## config.mk

```make
export PLATFORM = sky130hd
export DESIGN_NAME = touchpad_gesture_classifier
export DESIGN_NICKNAME = d
export VERILOG_FILES = /design/src/rtl/tgc_pkg.sv /design/src/rtl/tgc_front.sv /design/src/rtl/tgc_queue.sv /design/src/rtl/tgc_back.sv /design/src/rtl/touchpad_gesture_classifier.sv
export SDC_FILE = /design/constraint.sdc
export NUM_CORES = 2
export LEC_CHECK = 0
export BUFFER_PORTS_ARGS = -buffer_cell sky130_fd_sc_hd__buf_2
export CORE_ASPECT_RATIO = 1.4
export CORE_MARGIN = 3
export CORE_UTILIZATION = 30
export DETAILED_ROUTE_END_ITERATION = 8
export PLACE_DENSITY = 0.5
export SYNTH_ARGS = -nofsm -noshare
export SYNTH_HDL_FRONTEND = slang
export SYNTH_HIERARCHICAL = 1
export SYNTH_SLANG_ARGS = --single-unit
```

## constraint.sdc

```tcl
create_clock -name clk -period 25.8 [get_ports clk]
set_input_delay 3.87 -clock clk [delete_from_list [all_inputs] [get_ports clk]]
set_output_delay 3.87 -clock clk [all_outputs]
set_load 0.005 [all_outputs]
```

## src/rtl/tgc_pkg.sv

```systemverilog
// ----------------------------------------------------------------------------
// tgc_pkg
// Shared types and constants of the touchpad gesture classifier.
// ----------------------------------------------------------------------------
package tgc_pkg;

  localparam int QUEUE_DEPTH = 4;

  localparam logic [15:0] WINDOW_RESET   = 16'd400;
  localparam logic [23:0] SWIPE_TH_RESET = 24'd17920;
  localparam logic [23:0] PINCH_TH_RESET = 24'd65536;

  typedef enum logic [3:0] {
    CMD_PINCH_BEGIN  = 4'd0,
    CMD_PINCH_UPDATE = 4'd1,
    CMD_PINCH_END    = 4'd2,
    CMD_SWIPE_BEGIN  = 4'd3,
    CMD_SWIPE_UPDATE = 4'd4,
    CMD_SWIPE_END    = 4'd5,
    CMD_TAP_BEGIN    = 4'd6,
    CMD_TAP_UPDATE   = 4'd7,
    CMD_TAP_END      = 4'd8,
    CMD_TICK         = 4'd9
  } cmd_t;

  localparam logic [2:0] KIND_TAP       = 3'd0;
  localparam logic [2:0] KIND_PINCH     = 3'd1;
  localparam logic [2:0] KIND_SWIPE     = 3'd2;
  localparam logic [2:0] KIND_DTAP_DOWN = 3'd3;
  localparam logic [2:0] KIND_DRAG_MOVE = 3'd4;
  localparam logic [2:0] KIND_DRAG_STOP = 3'd5;

  localparam logic [2:0] DIR_NONE  = 3'd0;
  localparam logic [2:0] DIR_IN    = 3'd1;
  localparam logic [2:0] DIR_OUT   = 3'd2;
  localparam logic [2:0] DIR_LEFT  = 3'd3;
  localparam logic [2:0] DIR_RIGHT = 3'd4;
  localparam logic [2:0] DIR_UP    = 3'd5;
  localparam logic [2:0] DIR_DOWN  = 3'd6;

  localparam logic [1:0] CFG_WINDOW   = 2'd0;
  localparam logic [1:0] CFG_SWIPE_TH = 2'd1;
  localparam logic [1:0] CFG_PINCH_TH = 2'd2;

  typedef struct packed {
    logic [2:0]  kind;
    logic [2:0]  dir;
    logic [3:0]  fingers;
    logic [23:0] mx;
    logic [23:0] my;
  } res_t;

  // one queue entry holds all reports of one item
  typedef struct packed {
    logic two;
    res_t r0;
    res_t r1;
  } qent_t;

endpackage

```

## src/rtl/tgc_front.sv

```systemverilog
// ----------------------------------------------------------------------------
// tgc_front
// Accepts items, updates gesture state and builds the reports of each item.
// ----------------------------------------------------------------------------
module tgc_front (
  input  logic                clk,
  input  logic                rst_n,
  input  logic                cfg_valid,
  output logic                cfg_ready,
  input  logic [1:0]          cfg_index,
  input  logic [23:0]         cfg_data,
  input  logic                in_valid,
  output logic                in_ready,
  input  logic [3:0]          in_command,
  input  logic [3:0]          in_finger_count,
  input  logic [23:0]         in_delta_x,
  input  logic [23:0]         in_delta_y,
  input  logic [23:0]         in_pinch_scale,
  input  logic                in_was_cancelled,
  input  logic                q_full,
  output logic                push,
  output tgc_pkg::qent_t      push_ent
);

  logic [15:0] window_r;
  logic [23:0] swipe_th_r;
  logic [23:0] pinch_th_r;

  logic [31:0] sum_x_r, sum_x_nxt;
  logic [31:0] sum_y_r, sum_y_nxt;
  logic [39:0] pinch_r, pinch_nxt;
  logic [3:0]  held_r, held_nxt;
  logic [31:0] tstart_r, tstart_nxt;
  logic        tvalid_r, tvalid_nxt;
  logic [15:0] cdown_r, cdown_nxt;
  logic        armed_r, armed_nxt;
  logic        drag_r, drag_nxt;
  logic [31:0] now_r, now_nxt;

  logic        accept;
  tgc_pkg::cmd_t cmd;

  logic [32:0] sx33, sy33;
  logic [31:0] sx_sat, sy_sat;
  logic [24:0] pdelta;
  logic [41:0] p42;
  logic [39:0] p_sat;
  logic [39:0] abs_p;
  logic [32:0] diff33, abs_d;
  logic [31:0] abs_x, abs_y;
  logic [2:0]  swipe_dir;
  logic [31:0] since_tap;

  logic            pre_v, m_v;
  tgc_pkg::res_t   pre_r, m_r;

  assign cfg_ready = 1'b1;
  assign in_ready  = !q_full;
  assign accept    = in_valid && in_ready;
  assign cmd       = tgc_pkg::cmd_t'(in_command);

  assign sx33   = {sum_x_r[31], sum_x_r} + {{9{in_delta_x[23]}}, in_delta_x};
  assign sy33   = {sum_y_r[31], sum_y_r} + {{9{in_delta_y[23]}}, in_delta_y};
  assign sx_sat = (sx33[32] != sx33[31]) ? {sx33[32], {31{!sx33[32]}}} : sx33[31:0];
  assign sy_sat = (sy33[32] != sy33[31]) ? {sy33[32], {31{!sy33[32]}}} : sy33[31:0];

  assign pdelta = 25'h010000 - {1'b0, in_pinch_scale};
  assign p42    = {{2{pinch_r[39]}}, pinch_r} + {{17{pdelta[24]}}, pdelta};
  assign p_sat  = ((p42[41] == p42[40]) && (p42[40] == p42[39])) ? p42[39:0]
                : {p42[41], {39{!p42[41]}}};

  assign abs_p  = pinch_r[39] ? (~pinch_r + 40'd1) : pinch_r;
  assign diff33 = {sum_x_r[31], sum_x_r} - {sum_y_r[31], sum_y_r};
  assign abs_d  = diff33[32] ? (~diff33 + 33'd1) : diff33;
  assign abs_x  = sum_x_r[31] ? (~sum_x_r + 32'd1) : sum_x_r;
  assign abs_y  = sum_y_r[31] ? (~sum_y_r + 32'd1) : sum_y_r;
  assign swipe_dir = (abs_x > abs_y) ? (sum_x_r[31] ? tgc_pkg::DIR_LEFT : tgc_pkg::DIR_RIGHT)
                                     : (sum_y_r[31] ? tgc_pkg::DIR_UP : tgc_pkg::DIR_DOWN);
  assign since_tap = now_r - tstart_r;

  always_comb begin
    sum_x_nxt  = sum_x_r;
    sum_y_nxt  = sum_y_r;
    pinch_nxt  = pinch_r;
    held_nxt   = held_r;
    tstart_nxt = tstart_r;
    tvalid_nxt = tvalid_r;
    cdown_nxt  = cdown_r;
    armed_nxt  = armed_r;
    drag_nxt   = drag_r;
    now_nxt    = now_r;
    pre_v      = 1'b0;
    pre_r      = '0;
    m_v        = 1'b0;
    m_r        = '0;

    if (drag_r && (cmd == tgc_pkg::CMD_PINCH_BEGIN || cmd == tgc_pkg::CMD_PINCH_UPDATE ||
                   cmd == tgc_pkg::CMD_PINCH_END || cmd == tgc_pkg::CMD_TAP_BEGIN)) begin
      held_nxt      = in_finger_count;
      pre_v         = 1'b1;
      pre_r.kind    = tgc_pkg::KIND_DRAG_STOP;
      pre_r.fingers = in_finger_count;
      drag_nxt      = 1'b0;
    end

    unique case (cmd)
      tgc_pkg::CMD_PINCH_BEGIN, tgc_pkg::CMD_SWIPE_BEGIN: begin
        sum_x_nxt  = '0;
        sum_y_nxt  = '0;
        pinch_nxt  = '0;
        held_nxt   = '0;
        tvalid_nxt = 1'b0;
        tstart_nxt = '0;
      end
      tgc_pkg::CMD_PINCH_UPDATE: begin
        pinch_nxt = p_sat;
      end
      tgc_pkg::CMD_SWIPE_UPDATE: begin
        sum_x_nxt = sx_sat;
        sum_y_nxt = sy_sat;
        if (drag_r) begin
          m_v       = 1'b1;
          m_r.kind  = tgc_pkg::KIND_DRAG_MOVE;
          m_r.fingers = in_finger_count;
          m_r.mx    = in_delta_x;
          m_r.my    = in_delta_y;
        end
      end
      tgc_pkg::CMD_PINCH_END: begin
        if (abs_p >= {16'd0, pinch_th_r}) begin
          m_v         = 1'b1;
          m_r.kind    = tgc_pkg::KIND_PINCH;
          m_r.dir     = pinch_r[39] ? tgc_pkg::DIR_OUT : tgc_pkg::DIR_IN;
          m_r.fingers = in_finger_count;
        end
        sum_x_nxt  = '0;
        sum_y_nxt  = '0;
        pinch_nxt  = '0;
        held_nxt   = '0;
        tvalid_nxt = 1'b0;
        tstart_nxt = '0;
        drag_nxt   = 1'b0;
      end
      tgc_pkg::CMD_SWIPE_END: begin
        if (drag_r) begin
          m_v         = 1'b1;
          m_r.kind    = tgc_pkg::KIND_DRAG_STOP;
          m_r.fingers = in_finger_count;
        end else if (abs_d >= {9'd0, swipe_th_r}) begin
          m_v         = 1'b1;
          m_r.kind    = tgc_pkg::KIND_SWIPE;
          m_r.dir     = swipe_dir;
          m_r.fingers = in_finger_count;
        end
        sum_x_nxt  = '0;
        sum_y_nxt  = '0;
        pinch_nxt  = '0;
        held_nxt   = '0;
        tvalid_nxt = 1'b0;
        tstart_nxt = '0;
        drag_nxt   = 1'b0;
      end
      tgc_pkg::CMD_TAP_BEGIN: begin
        if (tvalid_r && (since_tap <= {16'd0, window_r}) && (held_nxt == in_finger_count)) begin
          m_v         = 1'b1;
          m_r.kind    = tgc_pkg::KIND_DTAP_DOWN;
          m_r.fingers = held_nxt;
          armed_nxt   = 1'b0;
          cdown_nxt   = '0;
          sum_x_nxt   = '0;
          sum_y_nxt   = '0;
          pinch_nxt   = '0;
          held_nxt    = '0;
          tvalid_nxt  = 1'b0;
          tstart_nxt  = '0;
          drag_nxt    = 1'b1;
        end
      end
      tgc_pkg::CMD_TAP_END: begin
        if (in_was_cancelled || drag_r) begin
          sum_x_nxt  = '0;
          sum_y_nxt  = '0;
          pinch_nxt  = '0;
          held_nxt   = '0;
          tvalid_nxt = 1'b0;
          tstart_nxt = '0;
          drag_nxt   = 1'b0;
        end else begin
          held_nxt   = in_finger_count;
          tstart_nxt = now_r;
          tvalid_nxt = 1'b1;
          cdown_nxt  = window_r;
          armed_nxt  = 1'b1;
        end
      end
      tgc_pkg::CMD_TICK: begin
        now_nxt = now_r + 32'd1;
        if (armed_r) begin
          if (cdown_r <= 16'd1) begin
            armed_nxt   = 1'b0;
            cdown_nxt   = '0;
            m_v         = 1'b1;
            m_r.kind    = tgc_pkg::KIND_TAP;
            m_r.fingers = held_r;
          end else begin
            cdown_nxt = cdown_r - 16'd1;
          end
        end
      end
      default: begin
      end
    endcase
  end

  always_comb begin
    push_ent = '0;
    if (pre_v) begin
      push_ent.r0  = pre_r;
      push_ent.r1  = m_r;
      push_ent.two = m_v;
    end else begin
      push_ent.r0  = m_r;
    end
  end

  assign push = accept && (pre_v || m_v);

  always_ff @(posedge clk) begin
    if (!rst_n) begin
      window_r   <= tgc_pkg::WINDOW_RESET;
      swipe_th_r <= tgc_pkg::SWIPE_TH_RESET;
      pinch_th_r <= tgc_pkg::PINCH_TH_RESET;
    end else if (cfg_valid && cfg_ready) begin
      unique case (cfg_index)
        tgc_pkg::CFG_WINDOW:   window_r   <= cfg_data[15:0];
        tgc_pkg::CFG_SWIPE_TH: swipe_th_r <= cfg_data;
        tgc_pkg::CFG_PINCH_TH: pinch_th_r <= cfg_data;
        default: begin
        end
      endcase
    end
  end

  always_ff @(posedge clk) begin
    if (!rst_n) begin
      sum_x_r  <= '0;
      sum_y_r  <= '0;
      pinch_r  <= '0;
      held_r   <= '0;
      tstart_r <= '0;
      tvalid_r <= 1'b0;
      cdown_r  <= '0;
      armed_r  <= 1'b0;
      drag_r   <= 1'b0;
      now_r    <= '0;
    end else if (accept) begin
      sum_x_r  <= sum_x_nxt;
      sum_y_r  <= sum_y_nxt;
      pinch_r  <= pinch_nxt;
      held_r   <= held_nxt;
      tstart_r <= tstart_nxt;
      tvalid_r <= tvalid_nxt;
      cdown_r  <= cdown_nxt;
      armed_r  <= armed_nxt;
      drag_r   <= drag_nxt;
      now_r    <= now_nxt;
    end
  end

endmodule

```

## src/rtl/tgc_queue.sv

```systemverilog
// ----------------------------------------------------------------------------
// tgc_queue
// Short first-in first-out queue of report entries between front and back.
// ----------------------------------------------------------------------------
module tgc_queue #(
  parameter int DEPTH = tgc_pkg::QUEUE_DEPTH
) (
  input  logic           clk,
  input  logic           rst_n,
  input  logic           push,
  input  tgc_pkg::qent_t push_ent,
  output logic           full,
  input  logic           pop,
  output logic           empty,
  output tgc_pkg::qent_t head
);

  localparam int PW = (DEPTH > 1) ? $clog2(DEPTH) : 1;
  localparam int CW = $clog2(DEPTH + 1);

  tgc_pkg::qent_t ent_r [DEPTH];
  logic [PW-1:0]  wr_r, wr_nxt;
  logic [PW-1:0]  rd_r, rd_nxt;
  logic [CW-1:0]  cnt_r, cnt_nxt;

  assign full  = (cnt_r == CW'(DEPTH));
  assign empty = (cnt_r == '0);
  assign head  = ent_r[rd_r];

  always_comb begin
    wr_nxt  = wr_r;
    rd_nxt  = rd_r;
    cnt_nxt = cnt_r;
    if (push) begin
      wr_nxt = (wr_r == PW'(DEPTH - 1)) ? '0 : wr_r + PW'(1);
    end
    if (pop) begin
      rd_nxt = (rd_r == PW'(DEPTH - 1)) ? '0 : rd_r + PW'(1);
    end
    if (push && !pop) begin
      cnt_nxt = cnt_r + CW'(1);
    end else if (pop && !push) begin
      cnt_nxt = cnt_r - CW'(1);
    end
  end

  always_ff @(posedge clk) begin
    if (!rst_n) begin
      wr_r  <= '0;
      rd_r  <= '0;
      cnt_r <= '0;
    end else begin
      wr_r  <= wr_nxt;
      rd_r  <= rd_nxt;
      cnt_r <= cnt_nxt;
    end
  end

  always_ff @(posedge clk) begin
    if (push) begin
      ent_r[wr_r] <= push_ent;
    end
  end

endmodule

```

## src/rtl/tgc_back.sv

```systemverilog
// ----------------------------------------------------------------------------
// tgc_back
// Takes queue entries apart into single reports and drives the result port.
// ----------------------------------------------------------------------------
module tgc_back (
  input  logic           clk,
  input  logic           rst_n,
  input  logic           q_empty,
  input  tgc_pkg::qent_t head,
  output logic           pop,
  output logic           out_valid,
  input  logic           out_ready,
  output tgc_pkg::res_t  out_res,
  output logic           out_last
);

  logic          vld_r, vld_nxt;
  tgc_pkg::res_t res_r, res_nxt;
  logic          last_r, last_nxt;
  logic          pend_v_r, pend_v_nxt;
  tgc_pkg::res_t pend_r, pend_nxt;
  logic          load;

  assign load = !vld_r || out_ready;

  always_comb begin
    vld_nxt    = vld_r;
    res_nxt    = res_r;
    last_nxt   = last_r;
    pend_v_nxt = pend_v_r;
    pend_nxt   = pend_r;
    pop        = 1'b0;
    if (load) begin
      priority if (pend_v_r) begin
        vld_nxt    = 1'b1;
        res_nxt    = pend_r;
        last_nxt   = 1'b1;
        pend_v_nxt = 1'b0;
      end else if (!q_empty) begin
        pop        = 1'b1;
        vld_nxt    = 1'b1;
        res_nxt    = head.r0;
        last_nxt   = !head.two;
        pend_v_nxt = head.two;
        pend_nxt   = head.r1;
      end else begin
        vld_nxt = 1'b0;
      end
    end
  end

  always_ff @(posedge clk) begin
    if (!rst_n) begin
      vld_r    <= 1'b0;
      pend_v_r <= 1'b0;
    end else begin
      vld_r    <= vld_nxt;
      pend_v_r <= pend_v_nxt;
    end
  end

  always_ff @(posedge clk) begin
    res_r  <= res_nxt;
    last_r <= last_nxt;
    pend_r <= pend_nxt;
  end

  assign out_valid = vld_r;
  assign out_res   = res_r;
  assign out_last  = last_r;

endmodule

```

## src/rtl/touchpad_gesture_classifier.sv

```systemverilog
// ----------------------------------------------------------------------------
// touchpad_gesture_classifier
// Classifies touchpad gesture events and millisecond ticks into reports.
// ----------------------------------------------------------------------------
// Input channel (in_*): one gesture event or one tick per item, valid/ready.
// Result channel (out_*): zero, one or two reports per item, out_last set on
//   the final report of each item.
// Configuration channel (cfg_*): cfg_ready is always high; index 0 window,
//   1 swipe threshold, 2 pinch threshold, other indexes ignored.
// Throughput: one item per cycle while the queue is not full; the front
//   updates all gesture state in the cycle of acceptance. An item with two
//   reports holds the output register for each report in turn.
// Path: a report passes a queue write, then an output register load, and
//   may wait longer while the receiver stalls.
// Reset: gesture state and time cleared, registers back to 400, 17920 and
//   65536, queue empty, no report pending.
// Receiver stall: reports wait in the output register and the queue; once
//   the queue holds QUEUE_DEPTH entries, in_ready drops until room frees.
// ----------------------------------------------------------------------------
module touchpad_gesture_classifier #(
  parameter int QUEUE_DEPTH = tgc_pkg::QUEUE_DEPTH
) (
  input  logic               clk,
  input  logic               rst_n,
  input  logic               cfg_valid,
  output logic               cfg_ready,
  input  logic [1:0]         cfg_index,
  input  logic [23:0]        cfg_data,
  input  logic               in_valid,
  output logic               in_ready,
  input  logic [3:0]         in_command,
  input  logic [3:0]         in_finger_count,
  input  logic signed [23:0] in_delta_x,
  input  logic signed [23:0] in_delta_y,
  input  logic [23:0]        in_pinch_scale,
  input  logic               in_was_cancelled,
  output logic               out_valid,
  input  logic               out_ready,
  output logic [2:0]         out_report_kind,
  output logic [2:0]         out_direction,
  output logic [3:0]         out_fingers_out,
  output logic signed [23:0] out_move_x,
  output logic signed [23:0] out_move_y,
  output logic               out_last
);

  logic           q_full, q_empty, push, pop;
  tgc_pkg::qent_t push_ent, head;
  tgc_pkg::res_t  res;

  tgc_front u_front (
    .clk              (clk),
    .rst_n            (rst_n),
    .cfg_valid        (cfg_valid),
    .cfg_ready        (cfg_ready),
    .cfg_index        (cfg_index),
    .cfg_data         (cfg_data),
    .in_valid         (in_valid),
    .in_ready         (in_ready),
    .in_command       (in_command),
    .in_finger_count  (in_finger_count),
    .in_delta_x       (in_delta_x),
    .in_delta_y       (in_delta_y),
    .in_pinch_scale   (in_pinch_scale),
    .in_was_cancelled (in_was_cancelled),
    .q_full           (q_full),
    .push             (push),
    .push_ent         (push_ent)
  );

  tgc_queue #(
    .DEPTH (QUEUE_DEPTH)
  ) u_queue (
    .clk      (clk),
    .rst_n    (rst_n),
    .push     (push),
    .push_ent (push_ent),
    .full     (q_full),
    .pop      (pop),
    .empty    (q_empty),
    .head     (head)
  );

  tgc_back u_back (
    .clk       (clk),
    .rst_n     (rst_n),
    .q_empty   (q_empty),
    .head      (head),
    .pop       (pop),
    .out_valid (out_valid),
    .out_ready (out_ready),
    .out_res   (res),
    .out_last  (out_last)
  );

  assign out_report_kind = res.kind;
  assign out_direction   = res.dir;
  assign out_fingers_out = res.fingers;
  assign out_move_x      = res.mx;
  assign out_move_y      = res.my;

endmodule
```

==> impl_metrics.tcl <==
set metrics [dict create \
    status "finished, final reports clean" \
    vdd_drop_max_v 0.0000725 \
    drc 0 \
    fin_crit_sh_pct 37.5 \
    tns_ns 0 \
    fin_worst_skew_ns 0.0311 \
    timing.fmax_mhz 103 \
    die_y_um 480 \
    synth.distinct_cells 110 \
    power_frac_seq_pct 41.5 \
    switching_share_pct 29.9 \
    crit_fanout 38 \
    dr.pass1.iters 5 \
    synth_area_per_cell_um2 10.8 \
    critical_path_class "input pin to flop" \
    fin_nets 5005 \
    cts.htree.levels 3 \
    post_drt_wl_per_cell_um 19.0 \
    io_buffers 172 \
    antenna_found_initial 39 \
    cp-end-kind "flop" \
    core.rowCount 173 \
    ys_seq_elements 851 \
    netlist.area_leader.share_pct 36.4 \
    grt_use_total_pct 15.3 \
    synth_area_leaders "edfxtp_1 (36%), dfxtp_1 (11%), ha_1 (7.2%), mux4_2 (5.5%), xnor2_1 (3.6%)" \
    drive_above_1_share_pct 12.9 \
    dpl-instance-area_um2 51100 \
    initial_core_util_pct 30.3 \
    cap_violations 0 \
    hold_path.class "flop to flop" \
    gp_congestion 0.887 \
    synth_compound_area_share_pct 14.0 \
    design_area_um2 54200 \
    fillers 16100 \
    root_buffer "clkbuf_16" \
    relSlewSlack_pct 26.0 \
    p_sw_mw 1.23 \
    grt_start_max_net_pins 66 \
    worst_pin_slew_ns 1.11 \
    synth_top_area_cell "edfxtp_1" \
    combPwrFrac_pct 26.1 \
    vias_per_cell 5.06 \
    rsz0062_at_grt "no" \
    area_growth_pct 12.3 \
    synth-simple-area-share_pct 14.2 \
    dieArea_um2 166000 \
    synthAdderAreaFrac_pct 7.41 \
    dp_hpwl_um 93400 \
    seq_area_frac_synth_pct 47.5 \
    synth.area.mux_share_pct 7.75 \
    setup_viol 0 \
    path_clk_slew_ns 0.06 \
    required_ns 26.31 \
    drt_iter0_drc 2030 \
    postCtsSetupBuffers 0 \
    vias 34500 \
    grt_pass1_vias 34500 \
    coreArea_um2 159000 \
    syn_area_um2 48200 \
    cts_max_path_buffers 3 \
    gr-total-overflow 0 \
    synth-edff-count 585 \
    postRouteAntennaNets 0 \
    synth_ff_type "edfxtp_1" \
    insertion_delay_ns 0.69 \
    async_flop_share_pct 0 \
    cts_tree "done" \
    critPathLaunchType "input pin" \
    clock_sinks 851 \
    r2r_setup_slack_ns 16.65 \
    synth-xor-area-share_pct 5.01 \
    worst_ep_arrival_time_ns 10.19 \
    hold_viol_final 0 \
    power_density_nw_per_um2 76.0 \
    min_period_ns 9.68 \
    leakagePower_nw 20.8 \
    grt_pass1_wl_um 199000 \
    cts-buffers-inserted 91 \
    maxSlewViolCount 0 \
    p_clk_share_pct 32.5 \
    cts_resized 0 \
    die_w_um 345 \
    cts_hold_buf 0 \
    syn-instance-count 4476 \
    internal-power_mw 2.89 \
    ioPinCount 174 \
    ys.warnings.count 6 \
    synth_top_family_by_area "simple AND/OR/NAND/NOR gates" \
    wl_um 129000 \
]
[final timing paths]
| check | startpoint | end | cells after the start |
|---|---|---|---|
| worst min-delay path | u_front/swipe_th_r[2]$_SDFFE_PN0P_ | u_front/swipe_th_r[2]$_SDFFE_PN0P_ | 2 |
| worst max-delay path | in_pinch_scale[4] | u_front/pinch_r[14]$_SDFFE_PN0P_ | 19 |
| worst max register to register | u_front/sum_x_r[0]$_SDFFE_PN0P_ | u_queue/ent_r[2][80]$_DFFE_PP_ | 27 |
| worst min register to register | u_front/swipe_th_r[2]$_SDFFE_PN0P_ | u_front/swipe_th_r[2]$_SDFFE_PN0P_ | 2 |
[registers in the layout, indices dropped and copies added, names as in the netlist, 2 cells and up, named ones only]
register,cells
u_queue/wr_r,2
u_front/now_r,32
u_queue/cnt_r,3
u_queue/rd_r,2
u_front/swipe_th_r,24
u_front/held_r,4
u_back/out_res,58
u_front/pinch_th_r,24
u_front/pinch_r,40
u_back/pend_r,58
u_front/sum_y_r,32
u_front/window_r,16
u_queue/ent_r,468
u_front/sum_x_r,32
u_front/cdown_r,16
u_front/tstart_r,32
[cell usage after synthesis, drive strengths merged (15+ instances only)]
library cell	instances
and3	66
o41ai	16
xnor2	201
ha	276
mux2i	15
nor2b	33
mux2	64
or3	36
or2	16
nand2b	49
a21oi	281
a31oi	26
nand3	79
or4	26
xor2	74
buf	108
clkbuf	110
and2	78
nand2	436
inv	207
a211oi	33
nand4	61
a21o	95
mux4	118
dfxtp	266
o31ai	41
edfxtp	585
nor3	62
o211ai	38
o21bai	28
nor4	35
o21ai	271
o21a	63
nor2	363
[power by group through the flow]
| stage | clock network [mW] | registers (mW) | logic (mW) |
|---|---|---|---|
| 3_3_place_gp | 0 | 1.74 | 1.09 |
| 6_report | 1.34 | 1.71 | 1.07 |
| 5_1_grt | 1.44 | 1.72 | 1.19 |
| 4_1_cts | 1.39 | 1.71 | 1.10 |
| 2_1_floorplan | 0 | 1.72 | 0.793 |
| 3_5_place_dp | 0 | 1.74 | 1.09 |
[area by class of cell]
cell class / instances / area [µm²] / share of cell area [%]
multi-input cells: 3249 / 23600 / 43.6
clock buffers: 118 / 2470 / 4.56
diodes: 20 / 50.0 / 0.0924
clock inverters: 50 / 597 / 1.10
inverters: 207 / 778 / 1.44
well taps: 2100 / 2630 / 4.85
flip-flops and latches: 851 / 22900 / 42.3
repair buffers: 211 / 1150 / 2.13
[per-layer routing]
layer | track usage (%) | vias to the layer above | routed length, µm
met5 | 0 | - | 150
met4 | 5.00 | 22 | 3930
met3 | 3.02 | 199 | 7530
met2 | 26.4 | 729 | 62800
met1 | 19.1 | 16700 | 54700
li1 | - | 16800 | -
[cell usage in the layout, fill, tap and decap left out, types with 32 or more instances in the layout]
cell and count:
xnor2_1 199, o31ai_1 41, a211oi_1 32, edfxtp_1 585, nand3_1 79, and2_1 74
ha_1 276, o21a_1 62, dfxtp_1 263, o211ai_1 36, mux4_2 118, clkbuf_16 93
a21o_1 95, xor2_1 74, buf_2 172, nand2_1 436, nor2_1 363, nor2b_1 33
o21ai_0 265, or3_1 36, a21oi_1 276, inv_1 206, and3_1 65, conb_1 51
nor3_1 60, nand2b_1 47, buf_4 39, nand4_1 60, mux2_4 56
[stage by stage]
| step | util, % | setup slack [ns] | hold slack [ns] | total power, mW | instances |
|---|---|---|---|---|---|
| final | 34.0 | 16.12 | 0.451 | 4.12 | 6806 |
| after global routing | 34.0 | 15.57 | 0.474 | 4.35 | 6792 |
| after CTS | 34.0 | 16.17 | 0.456 | 4.20 | 6786 |
| after detailed placement | 32.1 | 15.40 | 0.448 | 2.83 | 6618 |
| after global placement | 32.1 | 15.44 | 0.444 | 2.83 | 6618 |
| after floorplan | - | 16.06 | 0.436 | 2.51 | 4525 |
[logic make-up after synthesis]
family          Yosys count
simple gates           1400
other cells               2
mux                     197
fa+ha+maj               282
buf+inv                 425
compound gates         1044
xor+xnor                275
flops                   851
[critical path, stage by stage]
cell	delay [ns]
buf_2	0.11
or4_1	0.54
nor2_1	0.32
nand4_1	0.23
a21oi_1	0.41
nand3b_1	0.61
ha_1	0.63
a21o_1	0.20
a21o_1	0.17
a2111oi_0	0.41
nor4_1	0.13
a2111oi_0	0.42
a21oi_1	0.17
nand3_1	0.14
a31oi_1	0.09
nor4b_1	0.46
mux2i_1	0.17
nand2_1	0.84
o21ai_0	0.23
(Power assumes the default switching activity.)
